File: src/sv/cmr_pkg.sv
// Shared types and constants of the CAN multiframe reassembler.
package cmr_pkg;

    localparam int MAX_MESSAGE_BYTES_DEF = 64;

    localparam int ID_W       = 29;
    localparam int LEN_W      = 4;
    localparam int DATA_W     = 64;
    localparam int SIZE_W     = 12;
    localparam int TMO_W      = 16;
    localparam int BYTE_IDX_W = 6;
    localparam int MSG_LEN_W  = 7;

    localparam logic [TMO_W-1:0] TIMEOUT_RESET = 16'd1000;

    localparam int QUEUE_DEPTH = 4;
    localparam int QUEUE_AW    = $clog2(QUEUE_DEPTH);

    localparam logic KIND_FRAME = 1'b0;
    localparam logic KIND_TICK  = 1'b1;

    localparam logic [3:0] FT_SINGLE = 4'd0;
    localparam logic [3:0] FT_FIRST  = 4'd1;
    localparam logic [3:0] FT_CONSEC = 4'd2;

    localparam logic [3:0] SINGLE_MAX   = 4'd7;
    localparam logic [2:0] CONSEC_BYTES = 3'd7;
    localparam logic [2:0] FIRST_BYTES  = 3'd6;

    typedef enum logic [1:0] {
        OP_SINGLE,
        OP_FIRST,
        OP_CONSEC,
        OP_DROP
    } t_op;

    typedef struct packed {
        t_op                op;
        logic [ID_W-1:0]    id;
        logic [DATA_W-1:0]  data;
        logic [SIZE_W-1:0]  size;
    } t_cmd;

    typedef enum logic [1:0] {
        ST_IDLE,
        ST_WRITE,
        ST_READ,
        ST_SINGLE
    } t_back_state;

endpackage

File: src/sv/cmr_if.sv
// Channel interfaces of the CAN multiframe reassembler: frames, configuration, bytes.
interface cmr_in_if;
    logic                          valid;
    logic                          ready;
    logic                          kind;
    logic [cmr_pkg::ID_W-1:0]      frame_id;
    logic [cmr_pkg::LEN_W-1:0]     frame_len;
    logic [cmr_pkg::DATA_W-1:0]    frame_data;

    modport source (output valid, kind, frame_id, frame_len, frame_data, input ready);
    modport sink   (input valid, kind, frame_id, frame_len, frame_data, output ready);
endinterface

interface cmr_cfg_if;
    logic                          valid;
    logic                          ready;
    logic [cmr_pkg::TMO_W-1:0]     data;

    modport source (output valid, data, input ready);
    modport sink   (input valid, data, output ready);
endinterface

interface cmr_out_if;
    logic                             valid;
    logic                             ready;
    logic [cmr_pkg::ID_W-1:0]         msg_id;
    logic [7:0]                       data_byte;
    logic [cmr_pkg::BYTE_IDX_W-1:0]   byte_index;
    logic [cmr_pkg::MSG_LEN_W-1:0]    msg_length;
    logic                             is_last;

    modport source (output valid, msg_id, data_byte, byte_index, msg_length, is_last,
                    input ready);
    modport sink   (input valid, msg_id, data_byte, byte_index, msg_length, is_last,
                    output ready);
endinterface

File: src/sv/can_multiframe_reassembler.sv
// Top level of the CAN multiframe reassembler: front end, command queue, back end.
//
// Usage: i_frame carries received CAN frames (kind 0) and time ticks (kind 1) with a
// valid/ready handshake. o_msg delivers reassembled messages one byte per transaction,
// in order, with byte_index, msg_length, msg_id and is_last on the final byte.
// i_cfg writes timeout_ticks; it is always ready and should only be written while idle.
// Order: a single frame passes the command queue, the back end's pop, the read stage
// and the output register; a completing consecutive frame first writes its bytes into
// the store (one byte per cycle, up to seven), then the message drains through the read
// stage and the output register at one byte per cycle while the receiver is ready.
// Throughput: the front end accepts one item per cycle while the four-entry command
// queue has room; the back end pops a command and writes or delivers all its bytes
// before it pops the next, set by the single write/read port of the message store.
// Reset clears the reception, the idle counter and the queue, and loads a timeout of
// 1000 ticks. The store is not cleared; every byte read from the store is written first.
// When the receiver stalls, the output register and a one-entry read stage hold bytes,
// the back end waits, and the queue fills before i_frame.ready drops.
module can_multiframe_reassembler #(
    parameter int MAX_MESSAGE_BYTES = cmr_pkg::MAX_MESSAGE_BYTES_DEF
) (
    input  logic        i_clk,
    input  logic        i_rst_n,
    cmr_in_if.sink      i_frame,
    cmr_cfg_if.sink     i_cfg,
    cmr_out_if.source   o_msg
);

    cmr_pkg::t_cmd push_cmd;
    cmr_pkg::t_cmd head_cmd;
    logic          push;
    logic          pop;
    logic          full;
    logic          empty;

    cmr_front #(
        .MAX_MESSAGE_BYTES (MAX_MESSAGE_BYTES)
    ) u_front (
        .i_clk   (i_clk),
        .i_rst_n (i_rst_n),
        .i_frame (i_frame),
        .i_cfg   (i_cfg),
        .i_full  (full),
        .o_push  (push),
        .o_cmd   (push_cmd)
    );

    cmr_fifo u_fifo (
        .i_clk   (i_clk),
        .i_rst_n (i_rst_n),
        .i_push  (push),
        .i_cmd   (push_cmd),
        .i_pop   (pop),
        .o_head  (head_cmd),
        .o_full  (full),
        .o_empty (empty)
    );

    cmr_back #(
        .MAX_MESSAGE_BYTES (MAX_MESSAGE_BYTES)
    ) u_back (
        .i_clk   (i_clk),
        .i_rst_n (i_rst_n),
        .i_cmd   (head_cmd),
        .i_empty (empty),
        .o_pop   (pop),
        .o_msg   (o_msg)
    );

endmodule

File: src/sv/cmr_front.sv
// Front end: accepts frames and ticks, tracks idle time and classifies into commands.
module cmr_front #(
    parameter int MAX_MESSAGE_BYTES = cmr_pkg::MAX_MESSAGE_BYTES_DEF
) (
    input  logic            i_clk,
    input  logic            i_rst_n,
    cmr_in_if.sink          i_frame,
    cmr_cfg_if.sink         i_cfg,
    input  logic            i_full,
    output logic            o_push,
    output cmr_pkg::t_cmd   o_cmd
);

    localparam int SW = cmr_pkg::SIZE_W;
    localparam logic [SW-1:0] MAX_SIZE = SW'(MAX_MESSAGE_BYTES);
    localparam logic [SW-1:0] MIN_SIZE = SW'(8);

    logic [cmr_pkg::TMO_W-1:0] r_timeout;
    logic [cmr_pkg::TMO_W-1:0] r_idle;
    logic [cmr_pkg::TMO_W-1:0] n_idle;
    logic [7:0]                b0;
    logic [3:0]                sgl_size;
    logic [SW-1:0]             ff_size;
    logic                      accept;
    logic                      want_push;

    assign i_frame.ready = !i_full;
    assign i_cfg.ready   = 1'b1;
    assign accept        = i_frame.valid && !i_full;
    assign o_push        = accept && want_push;

    assign b0       = i_frame.frame_data[7:0];
    assign sgl_size = b0[3:0];
    assign ff_size  = {b0[3:0], i_frame.frame_data[15:8]};

    always_comb begin
        n_idle = (r_idle == '1) ? r_idle : r_idle + 16'd1;
        want_push   = 1'b0;
        o_cmd.op    = cmr_pkg::OP_DROP;
        o_cmd.id    = i_frame.frame_id;
        o_cmd.data  = i_frame.frame_data;
        o_cmd.size  = ff_size;
        if (i_frame.kind == cmr_pkg::KIND_TICK) begin
            // A drop is issued on every tick past the timeout; dropping is idempotent.
            want_push = (n_idle > r_timeout);
        end else begin
            case (b0[7:4])
                cmr_pkg::FT_SINGLE: begin
                    want_push  = (sgl_size != 4'd0) && (sgl_size <= cmr_pkg::SINGLE_MAX)
                                 && ((sgl_size + 4'd1) == i_frame.frame_len);
                    o_cmd.op   = cmr_pkg::OP_SINGLE;
                    o_cmd.size = SW'(sgl_size);
                end
                cmr_pkg::FT_FIRST: begin
                    want_push = 1'b1;
                    o_cmd.op  = (ff_size >= MIN_SIZE && ff_size <= MAX_SIZE)
                                ? cmr_pkg::OP_FIRST : cmr_pkg::OP_DROP;
                end
                cmr_pkg::FT_CONSEC: begin
                    want_push = 1'b1;
                    o_cmd.op  = cmr_pkg::OP_CONSEC;
                end
                default: begin
                    want_push = 1'b0;
                end
            endcase
        end
    end

    always_ff @(posedge i_clk) begin
        if (!i_rst_n) begin
            r_idle    <= '0;
            r_timeout <= cmr_pkg::TIMEOUT_RESET;
        end else begin
            if (accept) begin
                r_idle <= (i_frame.kind == cmr_pkg::KIND_TICK) ? n_idle : '0;
            end
            if (i_cfg.valid) begin
                r_timeout <= i_cfg.data;
            end
        end
    end

endmodule

File: src/sv/cmr_fifo.sv
// Short command queue between the front end and the back end.
module cmr_fifo (
    input  logic            i_clk,
    input  logic            i_rst_n,
    input  logic            i_push,
    input  cmr_pkg::t_cmd   i_cmd,
    input  logic            i_pop,
    output cmr_pkg::t_cmd   o_head,
    output logic            o_full,
    output logic            o_empty
);

    localparam int AW = cmr_pkg::QUEUE_AW;

    cmr_pkg::t_cmd r_mem [cmr_pkg::QUEUE_DEPTH];
    logic [AW-1:0] r_wp;
    logic [AW-1:0] r_rp;
    logic [AW:0]   r_cnt;

    assign o_full  = (r_cnt == (AW+1)'(cmr_pkg::QUEUE_DEPTH));
    assign o_empty = (r_cnt == '0);
    assign o_head  = r_mem[r_rp];

    always_ff @(posedge i_clk) begin
        if (i_push) begin
            r_mem[r_wp] <= i_cmd;
        end
    end

    always_ff @(posedge i_clk) begin
        if (!i_rst_n) begin
            r_wp  <= '0;
            r_rp  <= '0;
            r_cnt <= '0;
        end else begin
            if (i_push) begin
                r_wp <= r_wp + AW'(1);
            end
            if (i_pop) begin
                r_rp <= r_rp + AW'(1);
            end
            case ({i_push, i_pop})
                2'b10:   r_cnt <= r_cnt + (AW+1)'(1);
                2'b01:   r_cnt <= r_cnt - (AW+1)'(1);
                default: r_cnt <= r_cnt;
            endcase
        end
    end

endmodule

File: src/sv/cmr_back.sv
// Back end: executes commands, holds the message store and streams bytes out.
module cmr_back #(
    parameter int MAX_MESSAGE_BYTES = cmr_pkg::MAX_MESSAGE_BYTES_DEF
) (
    input  logic            i_clk,
    input  logic            i_rst_n,
    input  cmr_pkg::t_cmd   i_cmd,
    input  logic            i_empty,
    output logic            o_pop,
    cmr_out_if.source       o_msg
);

    localparam int LW = $clog2(MAX_MESSAGE_BYTES + 1);
    localparam int AW = $clog2(MAX_MESSAGE_BYTES);

    cmr_pkg::t_back_state r_state;
    cmr_pkg::t_back_state n_state;

    logic [7:0]                   r_mem [MAX_MESSAGE_BYTES];
    logic [LW-1:0]                r_exp;
    logic [LW-1:0]                r_rcv;
    logic [cmr_pkg::DATA_W-1:0]   r_data;
    logic [cmr_pkg::ID_W-1:0]     r_id;
    logic [2:0]                   r_left;
    logic [AW-1:0]                r_wptr;
    logic                         r_complete;
    logic [LW-1:0]                r_rptr;
    logic [LW-1:0]                r_total;

    // Read stage: holds one byte between the store read or single-frame data and the output register.
    logic                         r_rd_valid;
    logic [7:0]                   r_rd_byte;
    logic [cmr_pkg::BYTE_IDX_W-1:0] r_rd_idx;
    logic [cmr_pkg::MSG_LEN_W-1:0]  r_rd_len;
    logic                         r_rd_last;
    logic [cmr_pkg::ID_W-1:0]     r_rd_id;

    logic                         r_out_valid;
    logic [7:0]                   r_out_byte;
    logic [cmr_pkg::BYTE_IDX_W-1:0] r_out_idx;
    logic [cmr_pkg::MSG_LEN_W-1:0]  r_out_len;
    logic                         r_out_last;
    logic [cmr_pkg::ID_W-1:0]     r_out_id;

    logic          rcv_open;
    logic [LW-1:0] remain;
    logic          cons_complete;
    logic [2:0]    take;
    logic [LW-1:0] rptr_inc;
    logic          last_issue;
    logic          out_free;
    logic          move;
    logic          rd_free;
    logic          issue;
    logic          mem_we;

    assign rcv_open      = (r_exp != '0) && (r_rcv < r_exp);
    assign remain        = r_exp - r_rcv;
    assign cons_complete = (remain <= LW'(cmr_pkg::CONSEC_BYTES));
    assign take          = cons_complete ? remain[2:0] : cmr_pkg::CONSEC_BYTES;
    assign rptr_inc      = r_rptr + LW'(1);
    assign last_issue    = (rptr_inc == r_total);

    assign out_free = !r_out_valid || o_msg.ready;
    assign move     = r_rd_valid && out_free;
    assign rd_free  = !r_rd_valid || move;

    // Next state.
    always_comb begin
        n_state = r_state;
        case (r_state)
            cmr_pkg::ST_IDLE: begin
                if (!i_empty) begin
                    case (i_cmd.op)
                        cmr_pkg::OP_SINGLE: n_state = cmr_pkg::ST_SINGLE;
                        cmr_pkg::OP_FIRST:  n_state = cmr_pkg::ST_WRITE;
                        cmr_pkg::OP_CONSEC: n_state = rcv_open ? cmr_pkg::ST_WRITE
                                                               : cmr_pkg::ST_IDLE;
                        default:            n_state = cmr_pkg::ST_IDLE;
                    endcase
                end
            end
            cmr_pkg::ST_WRITE: begin
                if (r_left == 3'd1) begin
                    n_state = r_complete ? cmr_pkg::ST_READ : cmr_pkg::ST_IDLE;
                end
            end
            cmr_pkg::ST_READ, cmr_pkg::ST_SINGLE: begin
                if (issue && last_issue) begin
                    n_state = cmr_pkg::ST_IDLE;
                end
            end
            default: n_state = cmr_pkg::ST_IDLE;
        endcase
    end

    // State outputs.
    always_comb begin
        o_pop  = 1'b0;
        mem_we = 1'b0;
        issue  = 1'b0;
        case (r_state)
            cmr_pkg::ST_IDLE:   o_pop  = !i_empty;
            cmr_pkg::ST_WRITE:  mem_we = 1'b1;
            cmr_pkg::ST_READ:   issue  = rd_free;
            cmr_pkg::ST_SINGLE: issue  = rd_free;
            default:            o_pop  = 1'b0;
        endcase
    end

    // Message store and its registered read port; single frames bypass the store.
    always_ff @(posedge i_clk) begin
        if (mem_we) begin
            r_mem[r_wptr] <= r_data[7:0];
        end
        if (issue) begin
            r_rd_byte <= (r_state == cmr_pkg::ST_READ) ? r_mem[r_rptr[AW-1:0]]
                                                        : r_data[7:0];
            r_rd_idx  <= cmr_pkg::BYTE_IDX_W'(r_rptr);
            r_rd_len  <= cmr_pkg::MSG_LEN_W'(r_total);
            r_rd_last <= last_issue;
            r_rd_id   <= r_id;
        end
        if (move) begin
            r_out_byte <= r_rd_byte;
            r_out_idx  <= r_rd_idx;
            r_out_len  <= r_rd_len;
            r_out_last <= r_rd_last;
            r_out_id   <= r_rd_id;
        end
    end

    // Command execution datapath.
    always_ff @(posedge i_clk) begin
        if (o_pop) begin
            r_id <= i_cmd.id;
            case (i_cmd.op)
                cmr_pkg::OP_SINGLE: begin
                    r_data  <= i_cmd.data >> 8;
                    r_rptr  <= '0;
                    r_total <= LW'(i_cmd.size[3:0]);
                end
                cmr_pkg::OP_FIRST: begin
                    r_data     <= i_cmd.data >> 16;
                    r_wptr     <= '0;
                    r_left     <= cmr_pkg::FIRST_BYTES;
                    r_complete <= 1'b0;
                end
                cmr_pkg::OP_CONSEC: begin
                    r_data     <= i_cmd.data >> 8;
                    r_wptr     <= r_rcv[AW-1:0];
                    r_left     <= take;
                    r_complete <= cons_complete;
                    r_rptr     <= '0;
                    r_total    <= r_exp;
                end
                default: begin
                    r_data <= i_cmd.data;
                end
            endcase
        end else if (mem_we) begin
            r_data <= r_data >> 8;
            r_wptr <= r_wptr + AW'(1);
            r_left <= r_left - 3'd1;
        end else if (issue) begin
            r_data <= r_data >> 8;
            r_rptr <= rptr_inc;
        end
    end

    // Control state.
    always_ff @(posedge i_clk) begin
        if (!i_rst_n) begin
            r_state     <= cmr_pkg::ST_IDLE;
            r_exp       <= '0;
            r_rcv       <= '0;
            r_rd_valid  <= 1'b0;
            r_out_valid <= 1'b0;
        end else begin
            r_state <= n_state;
            if (o_pop) begin
                case (i_cmd.op)
                    cmr_pkg::OP_FIRST: begin
                        r_exp <= i_cmd.size[LW-1:0];
                        r_rcv <= LW'(cmr_pkg::FIRST_BYTES);
                    end
                    cmr_pkg::OP_CONSEC: begin
                        if (rcv_open) begin
                            // On the completing frame the total is latched for the drain, so the reception closes.
                            r_exp <= cons_complete ? '0 : r_exp;
                            r_rcv <= cons_complete ? '0 : r_rcv + LW'(take);
                        end
                    end
                    default: begin
                        r_exp <= '0;
                        r_rcv <= '0;
                    end
                endcase
            end
            if (issue) begin
                r_rd_valid <= 1'b1;
            end else if (move) begin
                r_rd_valid <= 1'b0;
            end
            if (move) begin
                r_out_valid <= 1'b1;
            end else if (o_msg.ready) begin
                r_out_valid <= 1'b0;
            end
        end
    end

    assign o_msg.valid      = r_out_valid;
    assign o_msg.data_byte  = r_out_byte;
    assign o_msg.byte_index = r_out_idx;
    assign o_msg.msg_length = r_out_len;
    assign o_msg.is_last    = r_out_last;
    assign o_msg.msg_id     = r_out_id;

endmodule
File: src/flat_wrapper.sv
// flat-port wrapper written by rule: the top's interface ports become plain ports
module can_multiframe_reassembler_flat 
#(
    parameter int MAX_MESSAGE_BYTES = cmr_pkg::MAX_MESSAGE_BYTES_DEF
)
  (i_clk, i_rst_n, i_frame_valid, i_frame_kind, i_frame_frame_id, i_frame_frame_len, i_frame_frame_data, i_frame_ready, i_cfg_valid, i_cfg_data, i_cfg_ready, o_msg_valid, o_msg_msg_id, o_msg_data_byte, o_msg_byte_index, o_msg_msg_length, o_msg_is_last, o_msg_ready);
  cmr_in_if i_frame_i ();
  cmr_cfg_if i_cfg_i ();
  cmr_out_if o_msg_i ();
  input  logic i_clk;
  input  logic i_rst_n;
  input wire logic [$bits(i_frame_i.valid)-1:0] i_frame_valid;
  input wire logic [$bits(i_frame_i.kind)-1:0] i_frame_kind;
  input wire logic [$bits(i_frame_i.frame_id)-1:0] i_frame_frame_id;
  input wire logic [$bits(i_frame_i.frame_len)-1:0] i_frame_frame_len;
  input wire logic [$bits(i_frame_i.frame_data)-1:0] i_frame_frame_data;
  output wire logic [$bits(i_frame_i.ready)-1:0] i_frame_ready;
  input wire logic [$bits(i_cfg_i.valid)-1:0] i_cfg_valid;
  input wire logic [$bits(i_cfg_i.data)-1:0] i_cfg_data;
  output wire logic [$bits(i_cfg_i.ready)-1:0] i_cfg_ready;
  output wire logic [$bits(o_msg_i.valid)-1:0] o_msg_valid;
  output wire logic [$bits(o_msg_i.msg_id)-1:0] o_msg_msg_id;
  output wire logic [$bits(o_msg_i.data_byte)-1:0] o_msg_data_byte;
  output wire logic [$bits(o_msg_i.byte_index)-1:0] o_msg_byte_index;
  output wire logic [$bits(o_msg_i.msg_length)-1:0] o_msg_msg_length;
  output wire logic [$bits(o_msg_i.is_last)-1:0] o_msg_is_last;
  input wire logic [$bits(o_msg_i.ready)-1:0] o_msg_ready;
  assign i_frame_i.valid = i_frame_valid;
  assign i_frame_i.kind = i_frame_kind;
  assign i_frame_i.frame_id = i_frame_frame_id;
  assign i_frame_i.frame_len = i_frame_frame_len;
  assign i_frame_i.frame_data = i_frame_frame_data;
  assign i_frame_ready = i_frame_i.ready;
  assign i_cfg_i.valid = i_cfg_valid;
  assign i_cfg_i.data = i_cfg_data;
  assign i_cfg_ready = i_cfg_i.ready;
  assign o_msg_valid = o_msg_i.valid;
  assign o_msg_msg_id = o_msg_i.msg_id;
  assign o_msg_data_byte = o_msg_i.data_byte;
  assign o_msg_byte_index = o_msg_i.byte_index;
  assign o_msg_msg_length = o_msg_i.msg_length;
  assign o_msg_is_last = o_msg_i.is_last;
  assign o_msg_i.ready = o_msg_ready;
  can_multiframe_reassembler #(.MAX_MESSAGE_BYTES(MAX_MESSAGE_BYTES)) u_core (.i_clk(i_clk), .i_rst_n(i_rst_n), .i_frame(i_frame_i), .i_cfg(i_cfg_i), .o_msg(o_msg_i));
endmodule
File: config.mk
export PLATFORM = sky130hd
export DESIGN_NAME = can_multiframe_reassembler_flat
export DESIGN_NICKNAME = d
export VERILOG_FILES = /design/src/sv/cmr_pkg.sv /design/src/sv/cmr_if.sv /design/src/sv/can_multiframe_reassembler.sv /design/src/sv/cmr_front.sv /design/src/sv/cmr_fifo.sv /design/src/sv/cmr_back.sv /design/src/flat_wrapper.sv
export SDC_FILE = /design/constraint.sdc
export NUM_CORES = 1
export LEC_CHECK = 0
export ABC_AREA = 0
export BUFFER_PORTS_ARGS = -buffer_cell sky130_fd_sc_hd__buf_2
export CORE_UTILIZATION = 45
export CTS_BUF_LIST = sky130_fd_sc_hd__clkbuf_16
export DETAILED_ROUTE_END_ITERATION = 12
export GPL_TIMING_DRIVEN = 1
export SLEW_MARGIN = 20
export SYNTH_ARGS = -nofsm -noshare
export SYNTH_HDL_FRONTEND = slang
export SYNTH_SLANG_ARGS = --single-unit
File: constraint.sdc
create_clock -name i_clk -period 8.9 [get_ports i_clk]
set_input_delay 1.78 -clock i_clk [delete_from_list [all_inputs] [get_ports i_clk]]
set_output_delay 1.78 -clock i_clk [all_outputs]
set_load 0.05 [all_outputs]
== Word level (Yosys, flattened, before mapping) ==
Memories as Yosys holds them, arrays and structs flattened. A register that Yosys moved wholly into a read port is not among the register bits.
Index checks and enable logic that the tools add are counted.

* Order comparisons: 6
* Muxes and demuxes: 55
* Equal/unequal tests: 22
* Add/subtract/negate cells: 11
* Reduce and logical (&&, ||, !) cells: 38

{| class="wikitable"
|+ Operators by type and width
! kind !! number
|-
| $mux 64 || 3
|-
| $pmux 64 s2 || 1
|-
| $mux 7 || 8
|-
| $pmux 7 s2 || 3
|-
| $mux 16 || 2
|-
| $mux 12 || 2
|-
| $mux 6 || 3
|-
| $pmux 2 s3 || 3
|-
| $add 16x1->16 const B || 1
|-
| $eq 16x16->1 const B || 1
|-
| $gt 16x16->1 || 1
|-
| $mux 2 || 8
|-
| $reduce_bool 2->1 || 7
|-
| $mux 1 || 13
|-
| $ge 12x4->1 const B || 1
|-
| $le 12x7->1 const B || 1
|-
| $pmux 3 s2 || 2
|-
| $pmux 6 s2 || 1
|-
| $ne 2x2->1 const B || 5
|-
| $mux 3 || 3
|-
| $reduce_and 3->1 || 3
|-
| $eq 2x2->1 const B || 4
|-
| $logic_and 1x1->1 || 8
|-
| $mux 8 || 1
|-
| other kinds (31) || 47
|}

* Word-level logic and storage cells: 161
* Output and inout port bits: 54
* Bits in registers: 276
* RAM bits: 940
* Bits of input ports: 119
* Memories kept: 2

{| class="wikitable"
|+ Memory list
! name !! words !! bits a word !! rd ports !! clocked after memory_dff !! write ports !! RTL line !! source
|-
| u_core.u_back.r_mem || 64 || 8 || 1 || 1 || 1 || cmr_back.sv:19 || <nowiki>logic [7:0] r_mem [MAX_MESSAGE_BYTES];</nowiki>
|-
| u_core.u_fifo.r_mem || 4 || 107 || 1 || 1 || 1 || cmr_fifo.sv:15 || <nowiki>cmr_pkg::t_cmd r_mem [cmr_pkg::QUEUE_DEPTH];</nowiki>
|}

== Longest topological paths before layout ==
* Depth in word-level cells: 9
* Gate-level depth with buffers: 19
* Mapped depth without buffers: 19

== Modules after synthesis ==
From an unflattened synthesis, not the netlist that was laid out.

* Cells, all modules: 2,710
* Area, all modules: 49,172.2 um2

{| class="wikitable"
|+ Modules (own cells, without submodules)
! module !! area each (um2) !! instances !! cells an instance !! seq. area each (um2)
|-
| cmr_back || 30,231.5 || 1 || 1,707 || 22,431.5
|-
| cmr_fifo || 15,859.0 || 1 || 605 || 13,032.5
|-
| cmr_front || 3,081.7 || 1 || 398 || 640.6
|}

== Least setup slack after synthesis ==
OpenSTA, ideal clock, no wires.

* Kind: input-to-reg
* Start point: in i_frame_frame_data[0]
* End point: mem u_core.u_fifo.r_mem[0][0] in the netlist's numbering (enable)
* Arrival: 7,964 ps
* Data required time: 8,324 ps
* Buffers on the path: 0
* Slack: 360 ps
* Stages: 8
* Cell sequence: inv_1 -> ha_1 -> xor2_1 -> a2111oi_0 -> o2111ai_1 -> a211oi_1 -> a21oi_1 -> nor2b_1

* Cells in the longest elaborated chain, start to end: 8

{| class="wikitable"
|+ Ends and longest elaborated chain
! what !! RTL line !! source
|-
| start: declaration || flat_wrapper.sv:16 || <nowiki>input wire logic [$bits(i_frame_i.frame_data)-1:0] i_frame_frame_data;</nowiki>
|-
| $add 4x1->4, or another cell as far along || cmr_front.sv:50 || <nowiki>&& ((sgl_size + 4'd1) == i_frame.frame_len);</nowiki>
|-
| $eq 4x4->1 or $logic_and 1x1->1 (tied branches) || cmr_front.sv:50, cmr_front.sv:49 ||
|-
| $logic_and 1x1->1 * || cmr_front.sv:50 ||
|-
| $pmux 1 s2 * || cmr_front.sv:47 || <nowiki>case (b0[7:4])</nowiki>
|-
| $mux 1 * || cmr_front.sv:43 || <nowiki>if (i_frame.kind == cmr_pkg::KIND_TICK) begin</nowiki>
|-
| $logic_and 1x1->1 * || cmr_front.sv:30 || <nowiki>assign o_push = accept && want_push;</nowiki>
|-
| $mux 1 * || cmr_fifo.sv:25 || <nowiki>if (i_push) begin</nowiki>
|-
| $mux 1 (implied by the code) * || cmr_fifo.sv:26 || <nowiki>r_mem[r_wp] <= i_cmd;</nowiki>
|-
| end: declaration || cmr_fifo.sv:15 ||
|}

Every way passes the cells marked *; elsewhere a longest branch is shown, timed or not.

== Worst setup path after layout ==
* Start point: reg u_core.u_front.r_idle[4] in the netlist's numbering
* End point: reg u_core.u_fifo.r_cnt[2]

* Cells in the longest elaborated chain, start to end: 7

{| class="wikitable"
|+ Ends and longest elaborated chain
! what !! RTL line !! source
|-
| start: declaration || cmr_front.sv:19 || <nowiki>logic [cmr_pkg::TMO_W-1:0] r_idle;</nowiki>
|-
| start signal: assignment || cmr_front.sv:76 || <nowiki>r_idle <= (i_frame.kind == cmr_pkg::KIND_TICK) ? n_idle : '0;</nowiki>
|-
| $add 16x1->16 or $eq 16x16->1 (tied branches) || cmr_front.sv:37 || <nowiki>n_idle = (r_idle == '1) ? r_idle : r_idle + 16'd1;</nowiki>
|-
| $mux 16 * || cmr_front.sv:37 ||
|-
| $gt 16x16->1 * || cmr_front.sv:45 || <nowiki>want_push = (n_idle > r_timeout);</nowiki>
|-
| $mux 1 * || cmr_front.sv:43 ||
|-
| $logic_and 1x1->1 * || cmr_front.sv:30 ||
|-
| $eq 2x1->1 or $eq 2x2->1 (tied branches) || cmr_fifo.sv:42 || <nowiki>case ({i_push, i_pop})</nowiki>
|-
| $pmux 3 s2 or $reduce_bool 2->1 (tied branches) || - ||
|-
| end signal: assignment || cmr_fifo.sv:43 || <nowiki>2'b10: r_cnt <= r_cnt + (AW+1)'(1);</nowiki>
|-
| end signal: assignment || cmr_fifo.sv:44 || <nowiki>2'b01: r_cnt <= r_cnt - (AW+1)'(1);</nowiki>
|-
| end signal: assignment || cmr_fifo.sv:45 || <nowiki>default: r_cnt <= r_cnt;</nowiki>
|-
| end: declaration || cmr_fifo.sv:18 || <nowiki>logic [AW:0] r_cnt;</nowiki>
|}

Marked as above.
A chain may end at the register's enable or synchronous reset.

==> results.md <==
* Final Cell Area at roughly 54,000 um^2
* Maximum fanout along the worst path at 6
* Max Cap Viol at 0
* Worst Setup Start Kind: flop
* Share of cells above drive strength 1 at 0.243
* TritonCTS Buffers at around 120
* Remaining Overflow, GRT at 0
* Vias/cell at 5.66
* Final Hold Fails at 0
* Core area at between 100,000 and 150,000 um^2
* Core Util, Final at 0.516
* Mapped Area at about 47,000 um^2
* Mapped Cells at ~2,500
* Syn Area/Cell at between 15 and 20 um^2
* Die width at roughly 330 um
* Largest net degree at the start of global routing at ~110
* Critical path data arrival time at between 6000 and 7000 ps
* Combinational share of power at 0.253
* Clk slew on worst S/H paths at 60 ps
* Cell taking the most area after synthesis: edfxtp_1
* First-pass GRT wire length at 154,000 um
* Crit-path slowest cell: nor4_1
* Final count of pins violating max slew at 0
* Min cycle time layout at between 5000 and 6000 ps
* Vias in the first global route at roughly 25,000
* EDFF count, synth at around 1,100
* FILL cells at approximately 8,400
* Post-route setup TNS at 0 ps
* H-tree levels at 3
* CTS-repair resized insts at 0
* Flop pwr share at 0.456
* Placed Instances at 3,957
* Switching Fraction at 0.302
* Skew final at between 20 and 25 ps
* Ys Warns at 0
* Ports at around 170
* Final period util at 0.643
* Seq cells post-synth at approximately 1,200
* Initial antenna violation count at 11
* All-Layer GR Usage at 0.192
* Post-synth top cells: 1,139 x edfxtp_1, 270 x mux4_2, 191 x nor2_1, 108 x nand2_1, 94 x clkbuf_1
* RSZ-0062 raised after global routing: false
* Hold buffers post-CTS at 0
* Worst vdd ir at about 270 uV
* Hold Path Class: flop to flop
* DRT Pass-1 Iters at 5
* Vias at ~24,000
* Final WL at about 100,000 um
* Asr flop ratio synth at 0
* Post-detail-place hpwl at a little over 60,000 um
* Clock group share of total power at 0.292
* Final nets at between 2,000 and 3,000
* Count of cell types in the netlist at 60
* Finish-stage setup viols at 0
* Setup CP Type: flop to flop
* Normalized max-slew margin at 0.235
* Die Y at between 300 and 400 um
* Sequential fraction of the synthesis area at 0.749
* Sw Pwr at approximately 5 mW
* Pwr/cell area at 311 nW/um^2
* WL/cell at approximately 24 um
* Die ar. at about 110,000 um^2
* Std-Cell Rows at roughly 120
* Max frequency at ~170 MHz
* Yosys top cell area share at 0.722
* Clk buf depth at 3
* Int Pwr at 11.7 mW
* Worst EP required at roughly 9500 ps
* I/O Buffers at 171
* Gpl congestion at around 0.84
* Pleak at between 15 and 20 nW
* CP peak stage delay at around 860 ps
* Count leader, synth: edfxtp_1
* Clock sink count at about 1,200
* Placed Area at 49,800 um^2
* Starting Density at 0.456
* Syn nets at between 2,000 and 3,000
* Main area contributors after synthesis: edfxtp_1 72%, mux4_2 13%, dfxtp_1 2.7%
* Worst slew pin tran at ~1100 ps
* Top FF cell, synth: edfxtp_1
* Root Buffer: clkbuf_16
* Critical path, cell by cell: and3_1 -> nand4_1 -> nor4_1 -> mux2_2 -> ha_1 -> nor2b_1 -> o21ai_0 -> nand2b_1 -> a31oi_1 -> o221ai_1 -> a21oi_1 -> ha_1 -> inv_1 -> fa_1 -> xor2_1 -> or3_1 -> a21oi_1
* CTS tree: built
* Post-CTS Repair Setup Buffers at 0
* Critical Path End Type: flop
* Status: complete, no violations
* Non-Filler Instances at 4,184
* Antenna-violating nets left at 0
* P&R area growth vs syn at 13.2%
* DRC at 0
* Clk_lat worst skew at roughly 700 ps
* Initial DRC count at approximately 2,000
cell usage in the layout (no fill, tap or decap), drive strengths merged, types with 14 or more instances in the layout:
cell and instances:
o21ai 82, xor2 22, clkbuf 120, nand2 108, xnor2 21, mux2 15
nand3 31, a22oi 50, nor3 21, edfxtp 1139, clkinv 66, inv 65
nor2b 14, and3 17, ha 43, mux4 270, a21oi 90, dfxtp 65
buf 204, nor2 191
cells by family after synthesis:
logic type	Yosys count	share of synthesized area
xor+xnor	43	0.00795
simple gates	448	0.0428
other cells	1	0.0000792
compound gates	291	0.0377
buf+inv	178	0.0149
mux	297	0.134
flops	1204	0.749
fa+ha+maj	46	0.0126
worst max-delay path, delay by kind of cell, from the launching register on:
kind | cells | cell delay, ps
and+or+nand+nor | 6 | 1920
AOI/OAI and AO/OA | 5 | 1610
adders and majority gates | 3 | 1040
muxes | 1 | 440
DFF | 1 | 400
xor gates and xnor gates | 1 | 160
buffers and inverters | 1 | 80
power groups by stage:
stage / Clock (mW) / Sequential (mW) / Combinational (mW)
after detailed placement: 0 / 7.76 / 4.23
after global placement: 0 / 7.74 / 4.13
after global routing: 5.18 / 7.67 / 4.58
after CTS: 4.97 / 7.64 / 4.25
final: 4.88 / 7.61 / 4.22
after floorplan: 0 / 7.76 / 2.85
metrics by stage:
step | setup slack [ps] | total power [mW] | hold slack (ps)
2_1_floorplan | 360 | 10.6 | 400
3_3_place_gp | 2850 | 11.9 | 401
3_5_place_dp | 2650 | 12.0 | 405
4_1_cts | 3210 | 16.9 | 409
5_1_grt | 2760 | 17.4 | 422
6_report | 3170 | 16.7 | 416
flip-flops by register name, summed over array words and instances, names as in the netlist, 8 cells and up, named ones only:
name	flops
u_core.u_back.r_id	29
u_core.u_back.o_msg.data_byte	8
u_core.u_back.r_mem	512
u_core.u_front.r_timeout	16
u_core.u_front.r_idle	16
u_core.u_fifo.r_mem	408
u_core.u_back.r_rd_id	29
u_core.u_back.r_rd_byte	8
u_core.u_back.r_data	64
u_core.u_back.o_msg.msg_id	29
path summary, 6_finish.rpt:
kind / startpoint / endpoint / slack, ps / cells after the start
worst max-delay path: u_core.u_front.r_idle[4]$_SDFFE_PN0P_ / u_core.u_fifo.r_cnt[2]$_SDFFE_PN0P_ / 3170 / 17
worst min-delay path: u_core.u_back.r_rd_id[23]$_DFFE_PP_ / u_core.u_back.o_msg.msg_id[23]$_DFFE_PP_ / 420 / 0
worst max register to register: u_core.u_front.r_idle[4]$_SDFFE_PN0P_ / u_core.u_fifo.r_cnt[2]$_SDFFE_PN0P_ / 3170 / 17
worst min register to register: u_core.u_back.r_rd_id[23]$_DFFE_PP_ / u_core.u_back.o_msg.msg_id[23]$_DFFE_PP_ / 420 / 0
layer usage:
layer  vias to the layer above  GRT usage  share of wire
met2                       700      0.314           0.49
met5                         -          0        0.00075
li1                      10500          -              -
met3                       199     0.0344          0.051
met1                     12300      0.263           0.43
met4                        12     0.0600          0.028
layout make-up:
class / instances / area, um^2 / area share
inverters: 44 / 165 / 0.00308
repair buffers: 204 / 1160 / 0.0216
diodes: 3 / 7.51 / 0.000140
well taps: 1380 / 1730 / 0.0322
clock inverters: 103 / 816 / 0.0152
multi-input cells: 1126 / 11200 / 0.209
flip-flops and latches: 1204 / 35500 / 0.662
clock buffers: 120 / 3000 / 0.0560
(Power assumes the default switching activity.)
